<file path="config.mk">
export PLATFORM = sky130hd
export DESIGN_NAME = sprite_pixel_sequencer_flat
export DESIGN_NICKNAME = d
export VERILOG_FILES = /design/src/design/sps_pkg.sv /design/src/design/sps_pix_in_if.sv /design/src/design/sps_pix_out_if.sv /design/src/design/sps_cfg_if.sv /design/src/design/sps_shifter.sv /design/src/design/sprite_pixel_sequencer.sv /design/src/flat_wrapper.sv
export SDC_FILE = /design/constraint.sdc
export NUM_CORES = 1
export LEC_CHECK = 0
export ABC_AREA = 1
export BUFFER_PORTS_ARGS = -buffer_cell sky130_fd_sc_hd__buf_4
export CORE_ASPECT_RATIO = 1.25
export CORE_MARGIN = 3
export CORE_UTILIZATION = 45
export DETAILED_ROUTE_END_ITERATION = 16
export PLACE_DENSITY = 0.68
export RECOVER_POWER = 100
export SKIP_CTS_REPAIR_TIMING = 1
export SLEW_MARGIN = 30
export SYNTH_ARGS = -nofsm -noshare
export SYNTH_HDL_FRONTEND = slang
export SYNTH_SLANG_ARGS = --single-unit
</file>
<file path="constraint.sdc">
create_clock -name clk -period 4 [get_ports clk]
set_clock_uncertainty 0.2 [all_clocks]
set_input_delay 0.6 -clock clk [delete_from_list [all_inputs] [get_ports clk]]
set_output_delay 0.6 -clock clk [all_outputs]
set_load 0.005 [all_outputs]
</file>
<file path="src/design/sps_pkg.sv">
// Shared types and codes for the sprite pixel sequencer.
// No dependencies; every other file of the block imports this package.
package sps_pkg;

	localparam logic [1:0] MODE_PIXEL = 2'd0;
	localparam logic [1:0] MODE_LOAD  = 2'd1;
	localparam logic [1:0] MODE_CLEAR = 2'd2;

	localparam logic [2:0] REG_MULTICOLOR = 3'd0;
	localparam logic [2:0] REG_EXPAND_X   = 3'd1;
	localparam logic [2:0] REG_POS_LOW    = 3'd2;
	localparam logic [2:0] REG_POS_HIGH   = 3'd3;
	localparam logic [2:0] REG_COLORS     = 3'd4;
	localparam logic [2:0] REG_SHARED     = 3'd5;
	localparam logic [2:0] REG_CONTROL    = 3'd6;

	localparam int          CFG_DATA_W    = 36;
	localparam logic [2:0]  CONTROL_RESET = 3'd6;

	typedef struct packed {
		logic [1:0]  mode;
		logic [8:0]  x_position;
		logic [7:0]  enable_mask;
		logic [7:0]  freeze_mask;
		logic        foreground;
		logic [2:0]  load_sprite;
		logic [23:0] load_data;
	} sps_in_t;

	typedef struct packed {
		logic       pixel_drawn;
		logic [2:0] sprite_number;
		logic [3:0] pixel_color;
		logic [7:0] overlap_mask;
		logic [7:0] sprite_collisions;
		logic [7:0] background_collisions;
		logic       sprite_irq;
		logic       background_irq;
		logic [7:0] active_mask;
	} sps_out_t;

	typedef struct packed {
		logic [2:0]            index;
		logic [CFG_DATA_W-1:0] data;
	} sps_cfg_t;

	// Per-shifter controls for one step
	typedef struct packed {
		logic        pixel;      // pixel step fires this cycle
		logic        load;       // load step addressed to this shifter
		logic        enable;
		logic        freeze;
		logic        multicolor;
		logic        expand_x;
		logic        x_match;
		logic [23:0] load_data;
	} sps_ctl_t;

	// Per-shifter status after the step
	typedef struct packed {
		logic       draw;        // running with nonzero color bits
		logic [1:0] color_bits;
		logic       active;
	} sps_stat_t;

endpackage

</file>
<file path="src/design/sps_pix_in_if.sv">
// Pixel/command input channel of the sprite pixel sequencer.
// Depends on sps_pkg for the payload type.
interface sps_pix_in_if;
	import sps_pkg::*;
	logic    valid;
	logic    ready;
	sps_in_t data;
	modport source (output valid, output data, input ready);
	modport sink (input valid, input data, output ready);
endinterface

</file>
<file path="src/design/sps_pix_out_if.sv">
// Result channel of the sprite pixel sequencer.
// Depends on sps_pkg for the payload type.
interface sps_pix_out_if;
	import sps_pkg::*;
	logic     valid;
	logic     ready;
	sps_out_t data;
	modport source (output valid, output data, input ready);
	modport sink (input valid, input data, output ready);
endinterface

</file>
<file path="src/design/sps_cfg_if.sv">
// Register write channel of the sprite pixel sequencer.
// Depends on sps_pkg for the payload type.
interface sps_cfg_if;
	import sps_pkg::*;
	logic     valid;
	logic     ready;
	sps_cfg_t data;
	modport source (output valid, output data, input ready);
	modport sink (input valid, input data, output ready);
endinterface

</file>
<file path="src/design/sps_shifter.sv">
// One sprite shifter: 24-bit data, color bits, stretch and multicolor flops.
// Depends on sps_pkg.
module sps_shifter (
	input  logic             clk,
	input  logic             arst_n,
	input  sps_pkg::sps_ctl_t  ctl,
	output sps_pkg::sps_stat_t stat
);
	import sps_pkg::*;

	logic [23:0] shift_q, shift_n;
	logic [1:0]  cbits_q, cbits_n;
	logic        stretch_q, stretch_n;
	logic        mcf_q, mcf_n;
	logic        active_q, active_n;

	logic start, act_eff, stretch_eff, mcf_eff, run, shifting;

	always_comb begin
		start       = ctl.pixel && ctl.enable && !active_q && ctl.x_match && !ctl.freeze;
		act_eff     = active_q || start;
		stretch_eff = start ? 1'b1 : stretch_q;
		mcf_eff     = start ? 1'b1 : mcf_q;
		run         = ctl.pixel && act_eff && !ctl.freeze;
		shifting    = run && stretch_eff;

		shift_n   = shift_q;
		cbits_n   = cbits_q;
		mcf_n     = mcf_eff;
		stretch_n = run ? (!stretch_eff || !ctl.expand_x) : stretch_eff;
		active_n  = act_eff;

		if (ctl.load) begin
			shift_n = ctl.load_data;
		end else if (shifting) begin
			shift_n = {shift_q[22:0], 1'b0};
			if (ctl.multicolor) begin
				if (mcf_eff) begin
					cbits_n = shift_q[23:22];
				end
				mcf_n = !mcf_eff;
			end else begin
				cbits_n = {shift_q[23], 1'b0};
			end
			if (shift_n == 24'd0 && cbits_n == 2'd0) begin
				active_n = 1'b0;
			end
		end

		stat.draw       = ctl.pixel && act_eff && (cbits_n != 2'd0);
		stat.color_bits = cbits_n;
		stat.active     = active_n;
	end

	always_ff @(posedge clk or negedge arst_n) begin
		if (!arst_n) begin
			shift_q   <= '0;
			cbits_q   <= '0;
			stretch_q <= 1'b0;
			mcf_q     <= 1'b0;
			active_q  <= 1'b0;
		end else if (ctl.pixel || ctl.load) begin
			shift_q   <= shift_n;
			cbits_q   <= cbits_n;
			stretch_q <= stretch_n;
			mcf_q     <= mcf_n;
			active_q  <= active_n;
		end
	end

endmodule

</file>
<file path="src/design/sprite_pixel_sequencer.sv">
// Sprite pixel sequencer: top level. Uses sps_pkg, the three channel
// interfaces and sps_shifter (one per sprite).
//
// Takes one item per cycle (pixel step, shift-register load or collision
// clear) while the result side keeps up, and returns exactly one result
// per item. An accepted item sits in an input register; in the cycle it
// can move on, all sprite shifters advance in parallel, priority and
// collision logic run, and the result lands in the output register at the
// next edge. The input side keeps accepting while a result waits, until
// the input register is also full. Each result reports the winning
// (lowest-numbered) sprite and its color, the overlap of all drawing
// sprites, the collision latches and the running-shifter mask after the
// step, plus IRQ flags on the first sprite-sprite and first
// sprite-background collision since the latches were last cleared.
// Register writes take effect at once (cfg ready is always high) and should
// only be issued while no item is in flight. SPRITE_COUNT (1..8) sets how
// many shifters exist; mask bits above it read as zero.
module sprite_pixel_sequencer #(
	parameter int SPRITE_COUNT = 8
) (
	input  logic        clk,
	input  logic        arst_n,
	sps_cfg_if.sink     cfg,
	sps_pix_in_if.sink  pix_in,
	sps_pix_out_if.source pix_out
);
	import sps_pkg::*;

	// Configuration registers
	logic [7:0]  multicolor_q;
	logic [7:0]  expand_x_q;
	logic [35:0] pos_low_q;
	logic [35:0] pos_high_q;
	logic [31:0] colors_q;
	logic [7:0]  shared_q;
	logic [2:0]  control_q;

	// Input stage and output register
	logic     valid_s1;
	sps_in_t  item_s1;
	logic     out_valid_q;
	sps_out_t out_q;
	logic     advance;

	// Collision latches
	logic [7:0] sprite_hits_q, bg_hits_q;

	sps_ctl_t  ctl  [SPRITE_COUNT];
	sps_stat_t stat [SPRITE_COUNT];

	logic       is_pixel;
	logic [7:0] draw_vec, active_vec, overlap;
	logic [2:0] winner;
	logic [1:0] win_bits;
	logic [3:0] win_color;
	logic       multi_hit, sprite_hit_now, bg_hit_now;
	logic [7:0] sprite_hits_n, bg_hits_n;
	sps_out_t   result;

	function automatic logic [3:0] pick_color(input logic [1:0] bits,
		input logic [3:0] own, input logic [7:0] shared);
		logic [3:0] c;
		case (bits)
			2'd1:    c = shared[3:0];
			2'd2:    c = own;
			default: c = shared[7:4];
		endcase
		return c;
	endfunction

	// ---------------- configuration port ----------------
	assign cfg.ready = 1'b1;

	always_ff @(posedge clk or negedge arst_n) begin
		if (!arst_n) begin
			multicolor_q <= '0;
			expand_x_q   <= '0;
			pos_low_q    <= '0;
			pos_high_q   <= '0;
			colors_q     <= '0;
			shared_q     <= '0;
			control_q    <= CONTROL_RESET;
		end else if (cfg.valid) begin
			case (cfg.data.index)
				REG_MULTICOLOR: multicolor_q <= cfg.data.data[7:0];
				REG_EXPAND_X:   expand_x_q   <= cfg.data.data[7:0];
				REG_POS_LOW:    pos_low_q    <= cfg.data.data;
				REG_POS_HIGH:   pos_high_q   <= cfg.data.data;
				REG_COLORS:     colors_q     <= cfg.data.data[31:0];
				REG_SHARED:     shared_q     <= cfg.data.data[7:0];
				REG_CONTROL:    control_q    <= cfg.data.data[2:0];
				default: ;  // unused index: write dropped
			endcase
		end
	end

	// ---------------- handshake ----------------
	// The item in the input register is worked on in the cycle it can move
	// into the output register.
	assign advance      = valid_s1 && (!out_valid_q || pix_out.ready);
	assign pix_in.ready = !valid_s1 || advance;
	assign is_pixel     = advance && (item_s1.mode == MODE_PIXEL);

	always_ff @(posedge clk or negedge arst_n) begin
		if (!arst_n) begin
			valid_s1 <= 1'b0;
		end else if (pix_in.ready) begin
			valid_s1 <= pix_in.valid;
		end
	end

	always_ff @(posedge clk) begin
		if (pix_in.ready && pix_in.valid) begin
			item_s1 <= pix_in.data;
		end
	end

	// ---------------- sprite shifters ----------------
	for (genvar s = 0; s < SPRITE_COUNT; s++) begin : g_spr
		logic [35:0] grp;
		assign grp = (s < 4) ? pos_low_q : pos_high_q;

		always_comb begin
			ctl[s].pixel      = is_pixel;
			ctl[s].load       = advance && (item_s1.mode == MODE_LOAD)
			                    && (item_s1.load_sprite == 3'(s));
			ctl[s].enable     = item_s1.enable_mask[s];
			ctl[s].freeze     = item_s1.freeze_mask[s];
			ctl[s].multicolor = multicolor_q[s];
			ctl[s].expand_x   = expand_x_q[s];
			ctl[s].x_match    = (item_s1.x_position == grp[9*(s%4) +: 9]);
			ctl[s].load_data  = item_s1.load_data;
		end

		sps_shifter u_shifter (
			.clk    (clk),
			.arst_n (arst_n),
			.ctl    (ctl[s]),
			.stat   (stat[s])
		);
	end

	// ---------------- priority and collisions ----------------
	always_comb begin
		draw_vec   = '0;
		active_vec = '0;
		for (int s = 0; s < SPRITE_COUNT; s++) begin
			draw_vec[s]   = stat[s].draw;
			active_vec[s] = stat[s].active;
		end

		// hide flag blanks all sprite pixels, which also masks collisions
		overlap = control_q[0] ? 8'd0 : draw_vec;

		// lowest-numbered drawing sprite wins
		winner   = '0;
		win_bits = '0;
		for (int s = SPRITE_COUNT - 1; s >= 0; s--) begin
			if (overlap[s]) begin
				winner   = 3'(s);
				win_bits = stat[s].color_bits;
			end
		end
		win_color = pick_color(win_bits, colors_q[4*winner +: 4], shared_q);

		multi_hit      = (overlap & (overlap - 8'd1)) != 8'd0;
		sprite_hit_now = is_pixel && multi_hit && control_q[1];
		bg_hit_now     = is_pixel && (overlap != 8'd0) && item_s1.foreground
		                 && control_q[2];

		sprite_hits_n = sprite_hits_q;
		bg_hits_n     = bg_hits_q;
		if (advance && item_s1.mode == MODE_CLEAR) begin
			sprite_hits_n = '0;
			bg_hits_n     = '0;
		end else begin
			if (sprite_hit_now) sprite_hits_n = sprite_hits_q | overlap;
			if (bg_hit_now)     bg_hits_n     = bg_hits_q | overlap;
		end

		result.pixel_drawn           = overlap != 8'd0;
		result.sprite_number         = winner;
		result.pixel_color           = (overlap != 8'd0) ? win_color : 4'd0;
		result.overlap_mask          = overlap;
		result.sprite_collisions     = sprite_hits_n;
		result.background_collisions = bg_hits_n;
		result.sprite_irq            = sprite_hit_now && (sprite_hits_q == 8'd0);
		result.background_irq        = bg_hit_now && (bg_hits_q == 8'd0);
		result.active_mask           = active_vec;
	end

	always_ff @(posedge clk or negedge arst_n) begin
		if (!arst_n) begin
			sprite_hits_q <= '0;
			bg_hits_q     <= '0;
		end else if (advance) begin
			sprite_hits_q <= sprite_hits_n;
			bg_hits_q     <= bg_hits_n;
		end
	end

	// ---------------- result register ----------------
	always_ff @(posedge clk or negedge arst_n) begin
		if (!arst_n) begin
			out_valid_q <= 1'b0;
		end else if (!out_valid_q || pix_out.ready) begin
			out_valid_q <= valid_s1;
		end
	end

	always_ff @(posedge clk) begin
		if (advance) begin
			out_q <= result;
		end
	end

	assign pix_out.valid = out_valid_q;
	assign pix_out.data  = out_q;

endmodule

</file>
<file path="src/flat_wrapper.sv">
// flat-port wrapper written by rule: the top's interface ports become plain ports
module sprite_pixel_sequencer_flat import sps_pkg::*;
#(
	parameter int SPRITE_COUNT = 8
)
  (clk, arst_n, cfg_valid, cfg_data, cfg_ready, pix_in_valid, pix_in_data, pix_in_ready, pix_out_valid, pix_out_data, pix_out_ready);
  sps_cfg_if cfg_i ();
  sps_pix_in_if pix_in_i ();
  sps_pix_out_if pix_out_i ();
  input  logic clk;
  input  logic arst_n;
  input wire logic [$bits(cfg_i.valid)-1:0] cfg_valid;
  input wire logic [$bits(cfg_i.data)-1:0] cfg_data;
  output wire logic [$bits(cfg_i.ready)-1:0] cfg_ready;
  input wire logic [$bits(pix_in_i.valid)-1:0] pix_in_valid;
  input wire logic [$bits(pix_in_i.data)-1:0] pix_in_data;
  output wire logic [$bits(pix_in_i.ready)-1:0] pix_in_ready;
  output wire logic [$bits(pix_out_i.valid)-1:0] pix_out_valid;
  output wire logic [$bits(pix_out_i.data)-1:0] pix_out_data;
  input wire logic [$bits(pix_out_i.ready)-1:0] pix_out_ready;
  assign cfg_i.valid = cfg_valid;
  assign cfg_i.data = cfg_data;
  assign cfg_ready = cfg_i.ready;
  assign pix_in_i.valid = pix_in_valid;
  assign pix_in_i.data = pix_in_data;
  assign pix_in_ready = pix_in_i.ready;
  assign pix_out_valid = pix_out_i.valid;
  assign pix_out_data = pix_out_i.data;
  assign pix_out_i.ready = pix_out_ready;
  sprite_pixel_sequencer #(.SPRITE_COUNT(SPRITE_COUNT)) u_core (.clk(clk), .arst_n(arst_n), .cfg(cfg_i), .pix_in(pix_in_i), .pix_out(pix_out_i));
endmodule
</file>
==> flow_summary.toml, run 1 <==
[outcome]
outcome = "finished with violations"
violations = "max-capacitance violations, max-slew violations"

[critical_path]
start_kind = "flop"
r2r_slack_ps = 180
end_kind = "flop"
critical_path.max_fanout = 6
crit_required_ps = 4230
crit_type = "flop to flop"
worst_ep_arrival_time_ps = 4050

[synth]
synth_top_area_share_pct = 43.9
ys.flop_type = "dfrtp_1"
ys_async_sr_fraction_pct = 79.7
yosys_warnings = 0
synthTopCellsByArea = "dfrtp_1 44%, edfxtp_1 13%, nand2_1 8.7%"
yosysMostFrequentCell = "nand2_1"
synthCells = 2286
synth.avg_cell_area_um2 = 9.44
synth_edf_count = 97
synth-seq-cells = 478
synthTopCellsByCount = "503 x nand2_1, 379 x dfrtp_1, 330 x inv_1, 210 x o21ai_0, 97 x edfxtp_1"
synth_nets = 2387
synth_largest_area_cell = "dfrtp_1"
synth_cell_types = 54
syn_area_um2 = 21600
ys_seq_area_share_pct = 57.7

[job]
maxCapViolCount = 5

[power_and_ir_drop]
p_clk_share_pct = 28.6
ir_worst_vdd_mv = 0.331
switching_share_pct = 32.6
p_sw_uw = 5140
p_leak_uw = 0.0121
p_per_area_nw_per_um2 = 601
p_int_uw = 10600
p_seq_share_pct = 47.1
combPwrFrac_pct = 24.3

[global_routing]
grt_pass1_wl_um = 97600
antenna_found_initial = 0
grt_pass1_vias = 17200
track_usage_pct = 24.6
grt_max_degree = 90
grt_overflow = 0

[timing]
fmax_ghz = 0.262
totalNegativeSetupSlack_ps = 0
slew_violations = 305
hold_viol = 0
relSlewSlack_pct = -89.3
layout_setup_ws_ps = 176
worstMarginPinSlew_ps = 2840
setup_viol_count_final = 0
finalCriticalPeriod_ps = 3820
finalCritPeriodShare_pct = 95.6

[floorplan]
core-area_um2 = 47300
die_h_um = 251
die_w_um = 202
rows = 89
io_pins = 144
dieArea_um2 = 50700
start_util_pct = 45.6

[final_layout]
diodes = 0
final_cell_count_no_fill = 3238
multiInputGateArea_um2 = 7620
area_growth_pct = 21.5
seq_area_um2 = 12400
fillCellCount = 4149
drive_above_1_share_pct = 17.3
nets = 2661

[place]
hpwl_um = 45500
dpl.cell_count = 3075
dp_slack_ps = -219
gp_congestion = 0.969
portBuffers = 142

[route]
drt-initial-drc-count = 1534
drt_pass1_iterations = 6
drc = 0
num_vias = 17800
wl_um = 64100
antenna_left = 0
routedWlPerCell_um = 19.8
vias_per_cell = 5.49

[clocking]
clk_path_buf_depth = 3
clkSinkCount = 478
cts_tree = "yes"
clk_latency_ps = 590
cts_root_buf = "clkbuf_16"
htree_num_levels = 2
cts.reportedPaths.clkPinSlew_ps = 60
numCtsBuffers = 49

[worst_hold_path]
hold_class = "input pin to flop"
## area by class of cell
type / count / share of cell area (%)
sequential: 478 / 47.4
multi-input combinational: 1370 / 29.1
timing repair buffer: 307 / 9.30
clock buffer: 79 / 5.73
inverter: 353 / 5.06
tap: 637 / 3.04
clock inverter: 13 / 0.343
timing repair inverter: 1 / 0.0286
## registers in the layout, indices dropped and copies added (netlist names), 3 cells and up
name                              count
u_core.g_spr.u_shifter.active_q       8
u_core.g_spr.u_shifter.shift_q      192
u_core.bg_hits_q                      8
u_core.expand_x_q                     8
u_core.item_s1                       15
u_core.pix_out.data                  42
u_core.sprite_hits_q                  8
u_core.g_spr.u_shifter.mcf_q          8
u_core.colors_q                      32
u_core.multicolor_q                   8
u_core.control_q                      3
u_core.g_spr.u_shifter.stretch_q      8
u_core.g_spr.grp                     72
u_core.ctl                           40
u_core.shared_q                       8
u_core.g_spr.u_shifter.cbits_q       16
## worst max-delay path: stages (launching register included)
cell and delay [ps]:
edfxtp_1 530, buf_6 190, inv_4 70, buf_4 100
o21ai_1 60, nor3_2 250, nand3_1 180, nand2_1 140
nand2_2 90, nor2_4 120, nand2_4 70, inv_2 80
or2_2 110, nand2_1 80, nand2_2 150, nand2_2 120
buf_12 150, nand2_4 90, inv_2 60, o21ai_1 160
nor2_2 60, buf_4 160, o211ai_4 150, nand3_2 120
a21oi_1 170
## through the flow
stage	utilization [%]	hold WS [ps]	instance area, um^2	total power, uW
after floorplan	-	104	21600	9690
after global placement	50.4	270	23800	10900
after detailed placement	50.4	273	23800	11100
after CTS	53.8	-188	25400	15600
after global routing	55.4	25.4	26200	16700
final	55.4	36.0	26200	15800
## final timing paths
kind / from / end / depth (start not counted)
max in group asynchronous: arst_n / u_core.g_spr[6].u_shifter.active_q$_DFFE_PN0P_ / 3
max: u_core.item_s1[49]$_DFFE_PP_ / u_core.pix_out.data[20]$_DFFE_PP_ / 24
min in group asynchronous: arst_n / u_core.g_spr[0].u_shifter.shift_q[4]$_DFFE_PN0P_ / 2
max reg2reg: u_core.item_s1[49]$_DFFE_PP_ / u_core.pix_out.data[20]$_DFFE_PP_ / 24
min reg2reg: u_core.colors_q[14]$_DFFE_PN0P_ / u_core.colors_q[14]$_DFFE_PN0P_ / 2
min: pix_in_data[37] / u_core.ctl[214]$_DFFE_PP_ / 1
## routing by layer
| layer | wire length (um) | track usage, % |
|---|---|---|
| met1 | 25000 | 30.9 |
| met2 | 31900 | 41.5 |
| met3 | 3560 | 3.20 |
| met4 | 3620 | 13.2 |
| met5 | 0 | 0 |
## placed cells by master (no fill, tap or decap), types with 18 or more instances in the layout
cell	Yosys	final
a21oi_1	49	47
nor4_1	31	28
clkbuf_16	0	52
clkbuf_1	63	33
buf_4	9	135
nand2_1	503	497
nand3_2	17	24
a22oi_1	73	72
nand2_2	18	23
o21ai_0	210	203
xnor2_1	31	30
o221ai_1	62	62
nand4_1	41	41
dlygate4sd3_1	0	51
inv_2	20	21
inv_1	330	327
o211ai_1	45	45
nor2_1	65	59
o22ai_1	18	18
clkbuf_4	0	92
nand3_1	80	72
dfrtp_1	379	379
xor2_1	28	28
edfxtp_1	97	97
## cell families after synthesis
family                     count (synthesis)  share of synthesized area, %
AOI/OAI and AO/OA                        497                          14.6
xor gates and xnor gates                  59                          2.39
adders and majority gates                  2                         0.116
buffers and inverters                    439                          8.04
DFF                                      478                          57.7
muxes                                      1                        0.0522
other                                      1                        0.0174
and+or+nand+nor                          809                          17.1
## power by group through the flow
stage | clock [uW] | sequential [uW] | combinational [uW]
6_report | 4520 | 7430 | 3840
5_1_grt | 4800 | 7570 | 4320
4_1_cts | 4600 | 7390 | 3660
3_5_place_dp | 0 | 7450 | 3640
3_3_place_gp | 0 | 7410 | 3500
2_1_floorplan | 0 | 7150 | 2540
Note: power is estimated with default switching activity, not from simulation.
==> run 2, diff against run 1 <==
PLACE_DENSITY = not set   (was 0.68)
PLACE_DENSITY_LB_ADDON = 0.08   (was not set)
==> flow_summary.toml, run 2 (synthesized netlist as in run 1, its figures left out) <==
[outcome]
outcome = "finished with violations"
violations = "max-capacitance violations, max-slew violations"

[final_layout]
multiInputGateArea_um2 = 7600
area_growth_pct = 23.2
nets = 2703
regMostFlops = "u_core.g_spr.u_shifter.shift_q"
fillCellCount = 4303
mostFrequentLayoutCell = "nand2_1"
largest_reg_flops = 192
layout.cells.most_common_list = "494 x nand2_1, 379 x dfrtp_1, 330 x inv_1, 204 x o21ai_0, 172 x buf_4"
drive_above_1_share_pct = 18.0
final_util_pct = 56.2
diodes = 0
seq_area_um2 = 12400

[place]
hpwl_um = 47000
gp_congestion = 0.923
dp_slack_ps = -129
portBuffers = 142

[floorplan]
dieArea_um2 = 50700
io_pins = 144
core-area_um2 = 47300
start_util_pct = 45.6
die_w_um = 202
die_h_um = 251
rows = 89

[global_routing]
grt_pass1_vias = 17400
antenna_found_initial = 0
track_usage_pct = 25.7
grt_overflow = 0
grt_pass1_wl_um = 102000
grt_max_degree = 90

[route]
drc = 0
vias_per_cell = 5.40
wl_um = 65800
antenna_left = 0
drt_pass1_iterations = 7
drt-initial-drc-count = 1125
routedWlPerCell_um = 20.1
num_vias = 17700

[power_and_ir_drop]
p_per_area_nw_per_um2 = 606
ir_worst_vdd_mv = 0.384
p_leak_uw = 0.0123

[timing]
fmax_ghz = 0.255
slew_violations = 340
setup_viol_count_final = 0
worstMarginPinSlew_ps = 2930
hold_viol = 0
finalCriticalPeriod_ps = 3930
relSlewSlack_pct = -95.4
finalCritPeriodShare_pct = 98.2
layout_setup_ws_ps = 72.5

[clocking]
cts_tree = "yes"
clkSinkCount = 478
cts_root_buf = "clkbuf_16"
numCtsBuffers = 51
htree_num_levels = 2
clk_latency_ps = 590
cts.reportedPaths.clkPinSlew_ps = 60
clk_path_buf_depth = 3

[worst_hold_path]
hold_class = "input pin to flop"
hp-start = "pix_in_valid"

[critical_path]
crit_required_ps = 4140
rr_startpoint = "u_core.item_s1[46]$_DFFE_PP_"
critical_path.max_fanout = 5
start_kind = "flop"
startpoint = "u_core.item_s1[46]$_DFFE_PP_"
crit_type = "flop to flop"
worst_ep_arrival_time_ps = 4060
end_kind = "flop"

[job]
maxCapViolCount = 5
run 2: cell types whose count changed in the layout (fill, tap and decap cells not counted), sizes merged:
| cell | previous run | this run |
|---|---|---|
| dlygate4sd3 | 51 | 56 |
| clkinv | 14 | 19 |
| bufinv | 1 | 5 |
| inv | 350 | 349 |
| o211ai | 48 | 47 |
| clkinvlp | 2 | 1 |
| clkbuf | 191 | 186 |
| buf | 144 | 179 |
run 2: critical path, cell delays in order (launching register included):
cell        delay [ps]
edfxtp_1           460
buf_4              210
xnor2_1            150
nand2_1             60
nor2_1             110
buf_4              130
nand3_2            130
nand2_2            130
inv_1               70
nor3_1             380
nand3_2            200
nand2_2            120
nor2_2              50
a21oi_1            110
o21ai_0             90
nand2_1             80
nand3_1             60
o211ai_1            90
nand2_1            140
ha_4               330
clkinvlp_4         140
o21ai_2            170
a21oi_2             50
run 2: cell type report:
cell class,count,area share [%]
well taps,637,3.00
clock inverters,21,0.851
clock buffers,72,5.44
multi-input cells,1369,28.6
repair buffers,349,10.3
flip-flops and latches,478,46.8
inverters,353,5.02
run 2: worst paths after layout:
path / end / slack [ps] / depth (start not counted)
min in group asynchronous: u_core.g_spr[0].u_shifter.shift_q[6]$_DFFE_PN0P_ / 1100 / 2
min reg2reg: u_core.colors_q[7]$_DFFE_PN0P_ / 280 / 2
min: u_core.valid_s1$_DFFE_PN0N_ / 40 / 3
max reg2reg: u_core.pix_out.data[34]$_SDFFCE_PP0P_ / 70 / 22
max in group asynchronous: u_core.g_spr[5].u_shifter.shift_q[5]$_DFFE_PN0P_ / 480 / 3
max: u_core.pix_out.data[34]$_SDFFCE_PP0P_ / 70 / 22
run 2: per-layer routing:
metal	vias to the layer above	part of all wire, %	global-route usage [%]
met1	8787	40	32.5
met5	-	0	0
met2	473	51	44.9
li1	8311	-	-
met4	0	4.3	10.1
met3	130	4.0	3.41
run 2: stage by stage:
step	cell area, um^2	TNS, ps	hold slack (ps)	power (uW)	cells
after floorplan	21600	0	104	9690	2286
after global placement	24200	-65.3	266	11100	3114
after detailed placement	24200	-359	272	11200	3114
after CTS	25800	-403	-139	16100	3207
after global routing	26600	-201	36.2	17100	3279
final	26600	0	42.1	16100	3279
run 2: power breakdown:
part	total [uW]	leakage (uW)	switching, uW	internal [uW]
registers	7410	0.00568	961	6450
clock network	4790	0.000825	1960	2830
logic	3930	0.00581	2290	1640
